[src/lpl_pkg.sv]
// Shared types and constants for the line plot to LCD bitmap block.
// Depends on nothing; every other file imports it.
`timescale 1ns / 1ps

package lpl_pkg;

    // Input field widths
    localparam int GROUP_W = 3;
    localparam int ROW_W   = 6;

    // Columns per render group
    localparam int GROUP_COLS = 16;

    // Command queue between front and back
    localparam int QDEPTH = 2;
    localparam int QPTR_W = $clog2(QDEPTH);

    // Item kinds carried on tuser
    localparam logic KIND_PLOT   = 1'b0;
    localparam logic KIND_RENDER = 1'b1;

    // Configuration register indexes
    localparam logic REG_SLOPE     = 1'b0;
    localparam logic REG_INTERCEPT = 1'b1;

    // Line equation constants, modulo 256
    localparam logic [7:0] T_OFFSET = 8'd31;

    // Serial framing
    localparam logic [7:0] SYNC_BYTE   = 8'hF8;
    localparam logic [7:0] ADDR_CMD    = 8'h80;
    localparam logic [7:0] NIBBLE_MASK = 8'hF0;
    localparam logic [7:0] AXIS_BYTE   = 8'hFF;
    localparam logic [7:0] HADDR_SPLIT = 8'd8;

    typedef struct packed {
        logic               kind;
        logic [GROUP_W-1:0] group;
        logic [ROW_W-1:0]   row;
    } cmd_t;

endpackage

[src/lpl_front.sv]
// Front end: accepts input beats, turns them into commands and queues them.
// Depends on lpl_pkg.
`timescale 1ns / 1ps

module lpl_front (
    input  logic         clk,
    input  logic         rst_n,
    input  logic         s_tvalid,
    output logic         s_tready,
    input  logic [15:0]  s_tdata,   // [2:0] column_group, [8:3] row, rest zero
    input  logic         s_tuser,   // [0] kind
    output logic         cmd_valid,
    input  logic         cmd_ready,
    output lpl_pkg::cmd_t cmd
);
    import lpl_pkg::*;

    cmd_t              q_reg [QDEPTH];
    logic [QPTR_W-1:0] wr_ptr_reg;
    logic [QPTR_W-1:0] rd_ptr_reg;
    logic [QPTR_W:0]   count_reg;
    logic              push;
    logic              pop;
    cmd_t              cmd_in;

    assign s_tready  = (count_reg != (QPTR_W + 1)'(QDEPTH));
    assign cmd_valid = (count_reg != '0);
    assign cmd       = q_reg[rd_ptr_reg];
    assign push      = s_tvalid & s_tready;
    assign pop       = cmd_valid & cmd_ready;

    always_comb
    begin
        cmd_in.kind  = s_tuser;
        cmd_in.group = s_tdata[GROUP_W-1:0];
        cmd_in.row   = s_tdata[GROUP_W+ROW_W-1:GROUP_W];
    end

    always_ff @(posedge clk)
    begin
        if (push)
        begin
            q_reg[wr_ptr_reg] <= cmd_in;
        end
    end

    always_ff @(posedge clk or negedge rst_n)
    begin
        if (!rst_n)
        begin
            wr_ptr_reg <= '0;
            rd_ptr_reg <= '0;
            count_reg  <= '0;
        end
        else
        begin
            if (push)
            begin
                wr_ptr_reg <= (wr_ptr_reg == QPTR_W'(QDEPTH - 1)) ? '0 : wr_ptr_reg + 1'b1;
            end
            if (pop)
            begin
                rd_ptr_reg <= (rd_ptr_reg == QPTR_W'(QDEPTH - 1)) ? '0 : rd_ptr_reg + 1'b1;
            end
            unique case ({push, pop})
                2'b10:   count_reg <= count_reg + 1'b1;
                2'b01:   count_reg <= count_reg - 1'b1;
                default: count_reg <= count_reg;
            endcase
        end
    end

endmodule

[src/lpl_col_store.sv]
// Column position store: one memory row per 16-column group, with a valid
// bit per row so unwritten rows read as zero after reset. Depends on lpl_pkg.
`timescale 1ns / 1ps

module lpl_col_store #(
    parameter int GROUPS = 8,
    parameter int ADDR_W = 3,
    parameter int DATA_W = 96
) (
    input  logic              clk,
    input  logic              rst_n,
    input  logic              wr_en,
    input  logic [ADDR_W-1:0] wr_addr,
    input  logic [DATA_W-1:0] wr_data,
    input  logic              rd_en,
    input  logic [ADDR_W-1:0] rd_addr,
    output logic [DATA_W-1:0] rd_data
);
    import lpl_pkg::*;

    logic [DATA_W-1:0] mem [GROUPS];
    logic [GROUPS-1:0] valid_reg;
    logic [DATA_W-1:0] rd_data_reg;
    logic              rd_valid_reg;

    always_ff @(posedge clk)
    begin
        if (wr_en)
        begin
            mem[wr_addr] <= wr_data;
        end
        if (rd_en)
        begin
            rd_data_reg <= mem[rd_addr];
        end
    end

    always_ff @(posedge clk or negedge rst_n)
    begin
        if (!rst_n)
        begin
            valid_reg    <= '0;
            rd_valid_reg <= 1'b0;
        end
        else
        begin
            if (wr_en)
            begin
                valid_reg[wr_addr] <= 1'b1;
            end
            if (rd_en)
            begin
                rd_valid_reg <= (int'(rd_addr) < GROUPS) ? valid_reg[rd_addr] : 1'b0;
            end
        end
    end

    // Unwritten rows hold the reset value of zero
    assign rd_data = rd_valid_reg ? rd_data_reg : '0;

endmodule

[src/lpl_back.sv]
// Back end: regenerates the column positions and renders bitmap rows into
// framed serial bytes. Depends on lpl_pkg and lpl_col_store.
`timescale 1ns / 1ps

module lpl_back #(
    parameter int COLUMNS = 128,
    parameter int ROWS    = 64
) (
    input  logic          clk,
    input  logic          rst_n,
    input  logic          cmd_valid,
    output logic          cmd_ready,
    input  lpl_pkg::cmd_t cmd,
    input  logic [7:0]    slope,
    input  logic [7:0]    intercept,
    output logic          m_tvalid,
    input  logic          m_tready,
    output logic [7:0]    m_tdata,
    output logic          m_tlast
);
    import lpl_pkg::*;

    localparam int GROUPS = (COLUMNS + GROUP_COLS - 1) / GROUP_COLS;
    localparam int GRP_W  = (GROUPS > 1) ? $clog2(GROUPS) : 1;
    localparam int POS_W  = $clog2(ROWS);
    localparam int HALF   = ROWS / 2;
    localparam int DATA_W = GROUP_COLS * POS_W;
    localparam int K_W    = $clog2(GROUP_COLS);

    localparam logic [1:0] FR_VADDR = 2'd0;
    localparam logic [1:0] FR_HADDR = 2'd1;
    localparam logic [1:0] FR_HI    = 2'd2;
    localparam logic [1:0] FR_LO    = 2'd3;

    localparam logic [1:0] SUB_SYNC = 2'd0;
    localparam logic [1:0] SUB_HIGH = 2'd1;
    localparam logic [1:0] SUB_LOW  = 2'd2;

    typedef logic [GROUP_COLS-1:0][POS_W-1:0] row_t;

    typedef enum logic [1:0] {
        S_IDLE,
        S_PLOT,
        S_BUILD,
        S_SEND
    } state_t;

    state_t            state_reg;
    cmd_t              cmd_reg;
    logic [7:0]        t_reg;
    logic [GRP_W-1:0]  grp_reg;
    logic [K_W-1:0]    k_reg;
    row_t              buf_reg;
    row_t              buf_next;
    logic [7:0]        hi_reg;
    logic [7:0]        lo_reg;
    logic [1:0]        frame_reg;
    logic [1:0]        sub_reg;
    logic              m_tvalid_reg;
    logic [7:0]        m_tdata_reg;
    logic              m_tlast_reg;

    logic [7:0]        t_start;
    logic [7:0]        v;
    logic [POS_W-1:0]  pos;
    logic              wr_en;
    logic              rd_en;
    row_t              rd_row;
    logic [DATA_W-1:0] rd_data;
    logic [7:0]        hi_bits;
    logic [7:0]        lo_bits;
    logic              upper;
    logic [7:0]        vaddr;
    logic [7:0]        haddr;
    logic [7:0]        frame_data;
    logic              rs;
    logic [7:0]        byte_out;
    logic              out_free;

    assign cmd_ready = (state_reg == S_IDLE);
    assign rd_en     = (state_reg == S_IDLE) && cmd_valid;
    assign wr_en     = (state_reg == S_PLOT) && (k_reg == K_W'(GROUP_COLS - 1));

    // Column 0 of the line sits at x = -63: t0 = b + 31 - 63*m, modulo 256
    assign t_start = intercept + T_OFFSET + slope - {slope[1:0], 6'b0};

    always_comb
    begin
        v   = 8'(ROWS - 1) - t_reg;
        pos = (v > 8'(ROWS - 1)) ? POS_W'(HALF) : POS_W'(v);
        buf_next        = buf_reg;
        buf_next[k_reg] = pos;
    end

    lpl_col_store #(
        .GROUPS (GROUPS),
        .ADDR_W (GRP_W),
        .DATA_W (DATA_W)
    ) u_store (
        .clk     (clk),
        .rst_n   (rst_n),
        .wr_en   (wr_en),
        .wr_addr (grp_reg),
        .wr_data (buf_next),
        .rd_en   (rd_en),
        .rd_addr (GRP_W'(cmd.group)),
        .rd_data (rd_data)
    );

    assign rd_row = rd_data;

    // Match each stored position against the row; drop columns past the end; the axis row sets every bit
    always_comb
    begin
        logic hit;
        hi_bits = '0;
        lo_bits = '0;
        for (int k = 0; k < GROUP_COLS; k++)
        begin
            hit = (9'({cmd_reg.group, 4'(k)}) < 9'(COLUMNS))
                  && (ROW_W'(rd_row[k]) == cmd_reg.row);
            if (k < 8)
            begin
                hi_bits[7 - k] = hit;
            end
            else
            begin
                lo_bits[15 - k] = hit;
            end
        end
        if (cmd_reg.row == ROW_W'(HALF))
        begin
            hi_bits = AXIS_BYTE;
            lo_bits = AXIS_BYTE;
        end
    end

    always_comb
    begin
        upper = (cmd_reg.row >= ROW_W'(HALF));
        vaddr = ADDR_CMD + (upper ? 8'(cmd_reg.row - ROW_W'(HALF)) : 8'(cmd_reg.row));
        haddr = ADDR_CMD + 8'(cmd_reg.group) + (upper ? HADDR_SPLIT : 8'd0);
        unique case (frame_reg)
            FR_VADDR: frame_data = vaddr;
            FR_HADDR: frame_data = haddr;
            FR_HI:    frame_data = hi_reg;
            FR_LO:    frame_data = lo_reg;
        endcase
        rs = (frame_reg == FR_HI) || (frame_reg == FR_LO);
        unique case (sub_reg)
            SUB_SYNC: byte_out = SYNC_BYTE | {6'b0, rs, 1'b0};
            SUB_HIGH: byte_out = frame_data & NIBBLE_MASK;
            SUB_LOW:  byte_out = {frame_data[3:0], 4'b0};
            default:  byte_out = '0;
        endcase
    end

    assign out_free = !m_tvalid_reg || m_tready;

    always_ff @(posedge clk or negedge rst_n)
    begin
        if (!rst_n)
        begin
            state_reg    <= S_IDLE;
            cmd_reg      <= '0;
            t_reg        <= '0;
            grp_reg      <= '0;
            k_reg        <= '0;
            buf_reg      <= '0;
            hi_reg       <= '0;
            lo_reg       <= '0;
            frame_reg    <= FR_VADDR;
            sub_reg      <= SUB_SYNC;
            m_tvalid_reg <= 1'b0;
            m_tdata_reg  <= '0;
            m_tlast_reg  <= 1'b0;
        end
        else
        begin
            // Drop a taken beat unless a new one replaces it this cycle
            if (m_tready && !((state_reg == S_SEND) && out_free))
            begin
                m_tvalid_reg <= 1'b0;
            end
            unique case (state_reg)
                S_IDLE:
                begin
                    if (cmd_valid)
                    begin
                        cmd_reg <= cmd;
                        t_reg   <= t_start;
                        grp_reg <= '0;
                        k_reg   <= '0;
                        state_reg <= (cmd.kind == KIND_PLOT) ? S_PLOT : S_BUILD;
                    end
                end
                S_PLOT:
                begin
                    buf_reg <= buf_next;
                    t_reg   <= t_reg + slope;
                    k_reg   <= k_reg + 1'b1;
                    if (wr_en)
                    begin
                        if (grp_reg == GRP_W'(GROUPS - 1))
                        begin
                            state_reg <= S_IDLE;
                        end
                        else
                        begin
                            grp_reg <= grp_reg + 1'b1;
                        end
                    end
                end
                S_BUILD:
                begin
                    hi_reg    <= hi_bits;
                    lo_reg    <= lo_bits;
                    frame_reg <= FR_VADDR;
                    sub_reg   <= SUB_SYNC;
                    state_reg <= S_SEND;
                end
                S_SEND:
                begin
                    if (out_free)
                    begin
                        m_tvalid_reg <= 1'b1;
                        m_tdata_reg  <= byte_out;
                        m_tlast_reg  <= (frame_reg == FR_LO) && (sub_reg == SUB_LOW);
                        if (sub_reg == SUB_LOW)
                        begin
                            sub_reg   <= SUB_SYNC;
                            frame_reg <= frame_reg + 1'b1;
                            if (frame_reg == FR_LO)
                            begin
                                state_reg <= S_IDLE;
                            end
                        end
                        else
                        begin
                            sub_reg <= sub_reg + 1'b1;
                        end
                    end
                end
            endcase
        end
    end

    assign m_tvalid = m_tvalid_reg;
    assign m_tdata  = m_tdata_reg;
    assign m_tlast  = m_tlast_reg;

endmodule

[src/line_plot_to_lcd_bitmap.sv]
// Line plot to LCD bitmap: top level with configuration registers, front end
// and back end. Depends on lpl_pkg, lpl_front and lpl_back.
`timescale 1ns / 1ps

// The block holds one row position per plot column and turns it into bytes
// for a serial LCD link. A plot beat (tuser = 0) refills every column from
// the slope and intercept registers: column i gets 63 - ((i-63)*m + b + 31)
// modulo 256, with anything off screen parked on the x axis row. It walks
// one column per cycle and sends nothing out. A render beat (tuser = 1)
// reads the 16 positions of one column group in a single memory access,
// builds two bitmap bytes, and sends four frames of three bytes each
// (vertical address, horizontal address, two data bytes), 12 output beats
// with tlast on the final one. A render reads the store, builds the bytes
// and then sends the beats, which a stalled output holds back. The engine
// works on one item at a time; a two-entry command queue in front of it
// keeps accepting beats while it is busy, until both entries are full.
// After reset every position reads as zero; there is no clearing pass.
// Write slope and intercept only while the block is idle.
module line_plot_to_lcd_bitmap #(
    parameter int COLUMNS = 128,
    parameter int ROWS    = 64
) (
    input  logic        clk,
    input  logic        rst_n,
    // Input stream
    input  logic        s_tvalid,
    output logic        s_tready,
    input  logic [15:0] s_tdata,   // [2:0] column_group, [8:3] row, [15:9] zero
    input  logic        s_tuser,   // [0] kind
    // Output stream
    output logic        m_tvalid,
    input  logic        m_tready,
    output logic [7:0]  m_tdata,   // [7:0] serial_byte
    output logic        m_tlast,
    // Configuration writes
    input  logic        cfg_en,
    input  logic        cfg_index,
    input  logic [7:0]  cfg_data
);
    import lpl_pkg::*;

    logic [7:0] slope_reg;
    logic [7:0] intercept_reg;
    logic       cmd_valid;
    logic       cmd_ready;
    cmd_t       cmd;

    // Hold the line coefficients; the user must write them only between items, the block does not enforce it
    always_ff @(posedge clk or negedge rst_n)
    begin
        if (!rst_n)
        begin
            slope_reg     <= '0;
            intercept_reg <= '0;
        end
        else if (cfg_en)
        begin
            unique case (cfg_index)
                REG_SLOPE:     slope_reg     <= cfg_data;
                REG_INTERCEPT: intercept_reg <= cfg_data;
            endcase
        end
    end

    // Accept and queue beats
    lpl_front u_front (
        .clk       (clk),
        .rst_n     (rst_n),
        .s_tvalid  (s_tvalid),
        .s_tready  (s_tready),
        .s_tdata   (s_tdata),
        .s_tuser   (s_tuser),
        .cmd_valid (cmd_valid),
        .cmd_ready (cmd_ready),
        .cmd       (cmd)
    );

    // Regenerate positions or render rows, one command at a time
    lpl_back #(
        .COLUMNS (COLUMNS),
        .ROWS    (ROWS)
    ) u_back (
        .clk       (clk),
        .rst_n     (rst_n),
        .cmd_valid (cmd_valid),
        .cmd_ready (cmd_ready),
        .cmd       (cmd),
        .slope     (slope_reg),
        .intercept (intercept_reg),
        .m_tvalid  (m_tvalid),
        .m_tready  (m_tready),
        .m_tdata   (m_tdata),
        .m_tlast   (m_tlast)
    );

endmodule
[config.mk]
export PLATFORM = sky130hd
export DESIGN_NAME = line_plot_to_lcd_bitmap
export DESIGN_NICKNAME = d
export VERILOG_FILES = /design/src/lpl_pkg.sv /design/src/lpl_front.sv /design/src/lpl_col_store.sv /design/src/lpl_back.sv /design/src/line_plot_to_lcd_bitmap.sv
export SDC_FILE = /design/constraint.sdc
export NUM_CORES = 1
export LEC_CHECK = 0
export BUFFER_PORTS_ARGS = -buffer_cell sky130_fd_sc_hd__buf_2
export CELL_PAD_IN_SITES_DETAIL_PLACEMENT = 0
export CELL_PAD_IN_SITES_GLOBAL_PLACEMENT = 1
export CORE_ASPECT_RATIO = 0.75
export CORE_MARGIN = 1
export CORE_UTILIZATION = 50
export DETAILED_ROUTE_END_ITERATION = 8
export PLACE_DENSITY_LB_ADDON = 0.1
export SYNTH_ARGS = -nofsm -noshare
export SYNTH_HDL_FRONTEND = slang
export SYNTH_HIERARCHICAL = 1
export SYNTH_SLANG_ARGS = --single-unit
export TNS_END_PERCENT = 5
[constraint.sdc]
create_clock -name clk -period 10.6 [get_ports clk]
set_input_delay 1.06 -clock clk [delete_from_list [all_inputs] [get_ports clk]]
set_output_delay 1.06 -clock clk [all_outputs]
set_load 0.1 [all_outputs]
==> run_results.csv, run 1 <==
group,metric,value,unit
status,run_status,"completed",
yosys,ffs_latches_synth,1063,
yosys,synth.area.top_cells,"sky130_fd_sc_hd__edfxtp_1 61%, sky130_fd_sc_hd__dfrtp_1 10%, sky130_fd_sc_hd__mux4_2 10%",
floorplanning,start_util,50.4,%
critical_path,path_class,"reg -> reg",
timing,tightest_slew,1.21,ns
power_and_ir_drop,total_power,0.0116,W
floorplanning,design.core.area,85800,sq um
critical_path,startpoint_type,"flip-flop",
floorplanning,floorplan.die_area,87700,sq um
yosys,synth_instances,2513,
grt,met2_usage,35.2,%
critical_path,crit_top_cell,"sky130_fd_sc_hd__buf_4",
grt,first_pass_grt_wire_length,147000,microns
timing,finalClockSkew,0.0223,ns
clock_network,clkSlewWorstSetupHoldPaths,0.06,ns
cells_and_area,antenna_cells,0,
grt,gr-usage-all-layers,23.1,%
yosys,dominantRegCellSynth,"sky130_fd_sc_hd__edfxtp_1",
cells_and_area,nNetsFinal,2612,
detailed_routing,remaining_drc_errors,0,
critical_path,cp_max_fo,47,
cells_and_area,fillerInstances,6616,
yosys,count_of_cell_types_in_the_netlist,67,
cells_and_area,most-common-layout-cells,"884 x sky130_fd_sc_hd__edfxtp_1, 271 x sky130_fd_sc_hd__nand2_1, 214 x sky130_fd_sc_hd__o21ai_0",
detailed_routing,detailedRoute.firstIterationViolations,2005,
critical_path,timing.critical_path.max_delay_family,"simple AND/OR/NAND/NOR gates",
power_and_ir_drop,irDropWorstVdd,0.214,mV
grt,grt_antenna_before_repair,5,
floorplanning,floorplan.io_pins,42,
critical_path,critical_path.n_buffers_inverters,4,
placement,place.gp.congestion,0.754,
timing,timing.final.max_slew_violations,0,
critical_path,cp_slowest_cell,"sky130_fd_sc_hd__nor2_4",
critical_path,timing.critical_path.required,10.89,ns
timing,final.min_clock_period,5.00,ns
grt,grt_most_used_layer,"met1",
grt,grt_pass1_vias,22342,
yosys,synth_simple_gate_area_share,5.38,%
floorplanning,die_h,257,microns
run,max_cap_viol_count,0,
placement,port_buffers,32,
placement,placed_cells_incl_taps,3581,
timing,maxClockFrequency,200,MHz
power_and_ir_drop,power_density_over_the_cells,243,nW/um^2
clock_network,cts.repair_timing.setup_buffer_count,0,
clock_network,clkSinkCount,1063,
cells_and_area,area.sequential,31000,sq um
detailed_routing,total_wire_length_after_detailed_routing,99200,microns
yosys,synthAdderAreaFrac,1.11,%
timing,part_of_the_cycle_the_worst_path_needs,47.2,%
yosys,netlist.top_cell.by_area,"sky130_fd_sc_hd__edfxtp_1",
yosys,synth.mux.area_fraction,13.5,%
clock_network,ctsRootBufferMaster,"sky130_fd_sc_hd__clkbuf_16",
yosys,synth.cell_area,43300,sq um
clock_network,cts_hold_repair.buffers,0,
yosys,ys.warnings.count,6,
placement,post-dp-hpwl,52300,microns
detailed_routing,vias_per_cell,5.79,
yosys,synth_edf_count,884,
cells_and_area,layout-area-overhead-vs-synth,10.5,%
critical_path,path_cells,"ha_1, buf_4, nand3_1, nand2b_1, inv_1, nand2_1, nor2_4, buf_4, buf_4",
grt,global_route.overflow_total,0,
power_and_ir_drop,p_leak,16.6,nW
detailed_routing,dr_total_vias,21821,
critical_path,worst_ep_arrival_time,5.30,ns
yosys,synth.yosys.seq_area_share,71.7,%
critical_path,critPathMaxStageDelay,0.99,ns
clock_network,postCtsResizedCells,0,
grt,grt_start_max_net_pins,92,
clock_network,cts_tree,"yes",
detailed_routing,wire_per_inst,26.3,microns
grt,grt_use_met1,35.5,%
timing,rsz0062_at_grt,"no",
critical_path,critPathCaptureType,"flip-flop",
yosys,asyncSetResetFlopFracSynth,16.8,%
yosys,synth_compound_area_share,3.86,%
cells_and_area,area_of_the_multi_input_gates,11400,sq um
cells_and_area,drive_gt1_share,21.8,%
clock_network,clock_tree.htree_level_count,3,
yosys,synth_top_family_by_area,"multiplexers",
floorplanning,floorplan.die.width,342,microns
grt,grt_util_met3,3.13,%
floorplanning,placement_rows,93,
cells_and_area,layout.cells.most_common,"sky130_fd_sc_hd__edfxtp_1",
clock_network,worst_case_clock_buffer_depth,3,
timing,setup_viol,0,
timing,timing.final.hold_violations,0,
cells_and_area,largest_register_ff_count,768,
detailed_routing,drt.antenna.violating_nets,0,
timing,timing.slew.headroom,19.3,%
yosys,synth-xor-area-share,2.25,%
detailed_routing,first_pass_iteration_count_of_the_detailed_router,5,
hold_path,holdCritPathClass,"in -> async",
clock_network,clock_latency,0.68,ns
yosys,synthDominantCellAreaShare,61.4,%
cells_and_area,final_cells,3770,
yosys,synthesis.area_per_instance,17.2,sq um
timing,total_neg_setup_slack,0,ns
clock_network,tritoncts.num_buffers,102,
-- routing by layer --
metal | vias to the layer above | part of all wire (%)
met5 | - | 0
met2 | 598 | 46
li1 | 9648 | -
met3 | 130 | 5.4
met4 | 0 | 2.0
met1 | 11445 | 47
-- cells in the mapped netlist (all sizes together), types with 2 or more instances --
cell and number:
nor3b 4, a22oi 4, and2 97, a222oi 4, nor2b 8, nor3 8
nand3 22, a221o 2, nor2 22, dfrtp 179, nand4 2, o21a 4
nor4 16, clkbuf 84, a21oi 16, o21ai 224, or3b 2, mux2i 8
nand2b 12, or3 6, ha 32, mux4 193, inv 35, xor2 68
buf 70, a22o 2, mux2 124, a21o 6, a31oi 18, o22ai 5
o211ai 3, edfxtp 884, fa 4, xnor2 43, nand2 273, o221ai 2
or2 9, a211oi 3
-- metrics by stage --
| stage | hold slack [ns] | utilization (%) | area (sq um) | setup WS (ns) |
|---|---|---|---|---|
| global placement | 0.453 | 52.0 | 44600 | 5.61 |
| floorplan | 0.439 | - | 43300 | 1.76 |
| CTS | 0.407 | 55.7 | 47800 | 5.53 |
| global route | 0.435 | 55.7 | 47800 | 5.23 |
| detailed placement | 0.455 | 52.0 | 44600 | 5.55 |
| finish | 0.371 | 55.7 | 47800 | 5.60 |
-- report_power, final --
group          switching [W]  internal, W  total [W]  leakage (nW)
Sequential          0.000179      0.00494    0.00512          10.4
Combinational        0.00190      0.00104    0.00294          4.56
Clock                0.00154      0.00202    0.00356          1.59
Total                0.00362      0.00800     0.0116          16.6
-- final timing paths --
check                                               to  slack [ns]                   startpoint  cells after the start
setup / recovery             u_back/u_store/mem[5][86]        5.60              u_back/k_reg[0]                      9
hold / removal                      u_front/wr_ptr_reg        0.37                        rst_n                      1
setup reg to reg             u_back/u_store/mem[5][86]        5.60              u_back/k_reg[0]                      9
hold reg to reg            u_back/u_store/valid_reg[4]        0.47  u_back/u_store/valid_reg[4]                      1
max in group asynchronous  u_back/u_store/rd_valid_reg        8.09                        rst_n                      3
min in group clk           u_back/u_store/valid_reg[4]        0.47  u_back/u_store/valid_reg[4]                      1
-- kinds of logic (layout without fill, tap and decap cells) --
| logic type | count (synthesis) | in the layout |
|---|---|---|
| flip-flops | 1063 | 1063 |
| AND/OR/NAND/NOR | 487 | 487 |
| multiplexers | 325 | 325 |
| AO/OA/AOI/OAI | 301 | 301 |
| buffers and inverters | 189 | 305 |
| XOR/XNOR | 111 | 111 |
| adder cells (fa/ha/maj) | 36 | 36 |
| other | 1 | 2 |
-- cell type report --
class | count | share of cell area, %
Clock inverter | 49 | 0.864
Clock buffer | 140 | 5.94
Sequential cell | 1063 | 64.9
Timing Repair Buffer | 81 | 1.15
Multi-Input combinational cell | 1262 | 23.9
Inverter | 35 | 0.280
Tap cell | 1140 | 2.98
No activity file was read; power rests on OpenSTA's default activity.
==> run 2: changes to the inputs <==
--- a/config.mk
+++ b/config.mk
@@ -5,6 +5,7 @@
 export SDC_FILE = /design/constraint.sdc
 export NUM_CORES = 1
 export LEC_CHECK = 0
+export ABC_AREA = 1
 export BUFFER_PORTS_ARGS = -buffer_cell sky130_fd_sc_hd__buf_2
 export CELL_PAD_IN_SITES_DETAIL_PLACEMENT = 0
 export CELL_PAD_IN_SITES_GLOBAL_PLACEMENT = 1
==> constraint.sdc (replaced) <==
create_clock -name clk -period 5.04 [get_ports clk]
set_input_delay 0.504 -clock clk [delete_from_list [all_inputs] [get_ports clk]]
set_output_delay 0.504 -clock clk [all_outputs]
set_load 0.1 [all_outputs]
==> run_results.csv, run 2 <==
group,metric,value,unit
detailed_routing,vias_per_cell,5.38,
timing,total_neg_setup_slack,0,ns
critical_path,critPathMaxStageDelay,0.70,ns
grt,grt_antenna_before_repair,2,
power_and_ir_drop,power_density_over_the_cells,610,nW/um^2
timing,setup_viol,0,
yosys,netlist.top_cell.by_area,"sky130_fd_sc_hd__edfxtp_1",
yosys,synthTopCellsByCount,"884 x sky130_fd_sc_hd__edfxtp_1, 764 x sky130_fd_sc_hd__nand2_1, 636 x sky130_fd_sc_hd__nor2_1",
critical_path,timing.reg2reg.worst_path_depth,9,
floorplanning,die_h,262,microns
cells_and_area,largest_register_ff_count,768,
cells_and_area,area_of_the_multi_input_gates,11600,sq um
clock_network,cts.repair_timing.setup_buffer_count,0,
critical_path,reg2reg_setup_slack,1.30,ns
cells_and_area,nNetsFinal,4145,
clock_network,worst_case_clock_buffer_depth,3,
floorplanning,floorplan.die.width,348,microns
run,max_cap_viol_count,0,
detailed_routing,first_pass_iteration_count_of_the_detailed_router,5,
critical_path,regToRegStartpoint,"u_front/rd_ptr_reg",
timing,maxClockFrequency,268,MHz
detailed_routing,drt.antenna.violating_nets,0,
status,run_status,"completed",
timing,tightest_slew,1.30,ns
placement,post-dp-hpwl,59800,microns
yosys,synth.yosys.seq_area_share,68.9,%
clock_network,clock_latency,0.68,ns
power_and_ir_drop,p_leak,19.2,nW
critical_path,critical_path.n_buffers_inverters,3,
floorplanning,placement_rows,94,
grt,grt_pass1_vias,26448,
power_and_ir_drop,irDropWorstVdd,0.365,mV
cells_and_area,area.sequential,31000,sq um
placement,place.gp.congestion,0.799,
critical_path,cp_slowest_cell,"sky130_fd_sc_hd__clkinv_8",
critical_path,startpoint_type,"flip-flop",
critical_path,path_class,"reg -> reg",
cells_and_area,layout.cells.most_common,"sky130_fd_sc_hd__edfxtp_1",
placement,placed_cell_area,46300,sq um
yosys,asyncSetResetFlopFracSynth,16.8,%
critical_path,crit_top_cell,"sky130_fd_sc_hd__nand2_1",
timing,timing.final.max_slew_violations,0,
grt,grt_start_max_net_pins,184,
cells_and_area,drive_gt1_share,7.36,%
critical_path,timing.critical_path.required,5.47,ns
yosys,synth.area.top_cells,"sky130_fd_sc_hd__edfxtp_1 59%, sky130_fd_sc_hd__dfrtp_1 9.9%, sky130_fd_sc_hd__nand2_1 6.4%",
timing,part_of_the_cycle_the_worst_path_needs,74.2,%
detailed_routing,wire_per_inst,21.4,microns
critical_path,timing.critical_path.max_delay_family,"buffers and inverters",
yosys,synth_instances,4092,
grt,gr-usage-all-layers,25.4,%
detailed_routing,dr_total_vias,28874,
detailed_routing,detailedRoute.firstIterationViolations,2789,
yosys,synth.cell_area,45000,sq um
cells_and_area,fillerInstances,7429,
clock_network,postCtsResizedCells,0,
detailed_routing,remaining_drc_errors,0,
critical_path,path_cells,"inv_1, nand2_1, nand2_4, clkinv_8, buf_4, o21ai_0, o21ai_0, nand2_1, nand2_1",
critical_path,r2r-end,"u_back/u_store/rd_data_reg[75]",
grt,global_route.overflow_total,0,
yosys,count_of_cell_types_in_the_netlist,46,
yosys,dominantRegCellSynth,"sky130_fd_sc_hd__edfxtp_1",
grt,first_pass_grt_wire_length,172000,microns
timing,finalClockSkew,0.0229,ns
yosys,ys.warnings.count,6,
clock_network,ctsRootBufferMaster,"sky130_fd_sc_hd__clkbuf_16",
yosys,synthDominantCellAreaShare,59.0,%
clock_network,clock_tree.htree_level_count,3,
timing,timing.slew.headroom,13.2,%
timing,final.min_clock_period,3.74,ns
clock_network,cts_tree,"yes",
critical_path,cp_num_cells,9,
yosys,synth_edf_count,884,
clock_network,tritoncts.num_buffers,105,
placement,port_buffers,32,
floorplanning,floorplan.die_area,91300,sq um
hold_path,holdCritPathClass,"in -> reg",
critical_path,cp_max_fo,183,
detailed_routing,total_wire_length_after_detailed_routing,115000,microns
yosys,ffs_latches_synth,1063,
floorplanning,design.core.area,88400,sq um
critical_path,critPathCaptureType,"flip-flop",
clock_network,clkSlewWorstSetupHoldPaths,0.06,ns
cells_and_area,antenna_cells,0,
timing,timing.final.hold_violations,0,
floorplanning,floorplan.io_pins,42,
cells_and_area,most-common-layout-cells,"884 x sky130_fd_sc_hd__edfxtp_1, 760 x sky130_fd_sc_hd__nand2_1, 628 x sky130_fd_sc_hd__nor2_1",
critical_path,cp-endpoint,"u_back/u_store/rd_data_reg[75]",
yosys,synthesis.area_per_instance,11.0,sq um
critical_path,worst_ep_arrival_time,4.17,ns
floorplanning,start_util,50.9,%
clock_network,clkSinkCount,1063,
yosys,yosysMostFrequentCell,"sky130_fd_sc_hd__edfxtp_1",
cells_and_area,layout-area-overhead-vs-synth,10.9,%
cells_and_area,final_instance_area,49900,sq um
critical_path,critical_path.startpoint,"u_front/rd_ptr_reg",
timing,rsz0062_at_grt,"no",
[run 2: changes by cell type after synthesis, moves of 42 or more]
cell                      previous run  this run
sky130_fd_sc_hd__o22ai_1             5        96
sky130_fd_sc_hd__nand2_1           271       764
sky130_fd_sc_hd__mux2_2            116         0
sky130_fd_sc_hd__and2_1             96         0
sky130_fd_sc_hd__nand3_1            22        64
sky130_fd_sc_hd__o21ai_0           214       563
sky130_fd_sc_hd__mux4_2            193         0
sky130_fd_sc_hd__nor2_1             22       636
sky130_fd_sc_hd__inv_1              35       312
sky130_fd_sc_hd__o21ai_1             9       134
[run 2: layout make-up]
cell class | count | area share [%]
multi-input cells | 2475 | 23.3
clock inverters | 57 | 1.17
flip-flops and latches | 1063 | 62.1
repair buffers | 108 | 1.96
clock buffers | 143 | 5.96
inverters | 325 | 2.50
well taps | 1200 | 3.01
[run 2: worst min-delay path by stage]
stage	from	endpoint	slack, ns	cells past startpoint
floorplan	rst_n	intercept_reg[0]	0.21	0
global placement	u_back/u_store/valid_reg[5]	u_back/u_store/valid_reg[5]	0.44	2
detailed placement	u_back/u_store/valid_reg[4]	u_back/u_store/valid_reg[4]	0.45	2
CTS	s_tuser	u_front/q_reg[1][9]	0.007	1
global route	s_tuser	u_front/q_reg[0][9]	0.02	1
finish	s_tuser	u_front/q_reg[1][9]	0.06	1
[run 2: through the flow]
stage / instances / hold slack, ns / setup slack (ns) / utilization, % / power (W)
finish: 5371 / 0.0559 / 1.30 / 56.5 / 0.0305
detailed placement: 5161 / 0.450 / 1.31 / 52.3 / 0.0225
global route: 5371 / 0.0248 / 1.04 / 56.5 / 0.0322
CTS: 5371 / 0.00701 / 1.29 / 56.5 / 0.0306
global placement: 5161 / 0.438 / 1.29 / 52.3 / 0.0224
floorplan: 4093 / 0.208 / -0.837 / - / 0.0193
[run 2: routing by layer]
metal | up-vias | part of all wire (%) | global-route usage, %
li1 | 13871 | - | -
met1 | 14019 | 49 | 39.4
met2 | 826 | 43 | 37.8
met3 | 156 | 6.4 | 3.52
met4 | 2 | 2.2 | 6.64
met5 | - | 0.011 | 0
[run 2: where the power goes]
| group | leakage, nW | switching [W] | internal [W] |
|---|---|---|---|
| sequential | 10.4 | 0.000549 | 0.0115 |
| clock | 1.73 | 0.00333 | 0.00474 |
| combinational | 7.04 | 0.00767 | 0.00270 |
| total | 19.2 | 0.0115 | 0.0189 |
[run 2: cell families (layout without fill, tap and decap cells)]
kind of cell / after synthesis / count (layout) / share of synthesized area [%]
other: 1 / 2 / 0.00833
xor gates and xnor gates: 72 / 72 / 1.40
DFF: 1063 / 1063 / 68.9
and+or+nand+nor: 1508 / 1508 / 13.1
AOI/OAI and AO/OA: 857 / 857 / 9.99
buffers and inverters: 555 / 633 / 5.52
adders and majority gates: 36 / 36 / 1.07
[run 2: what timing repair did]
item                       in CTS  in global routing
setup endpoints to repair       0                  0
hold endpoints to repair      109                  0
hold buffers                   10                  0
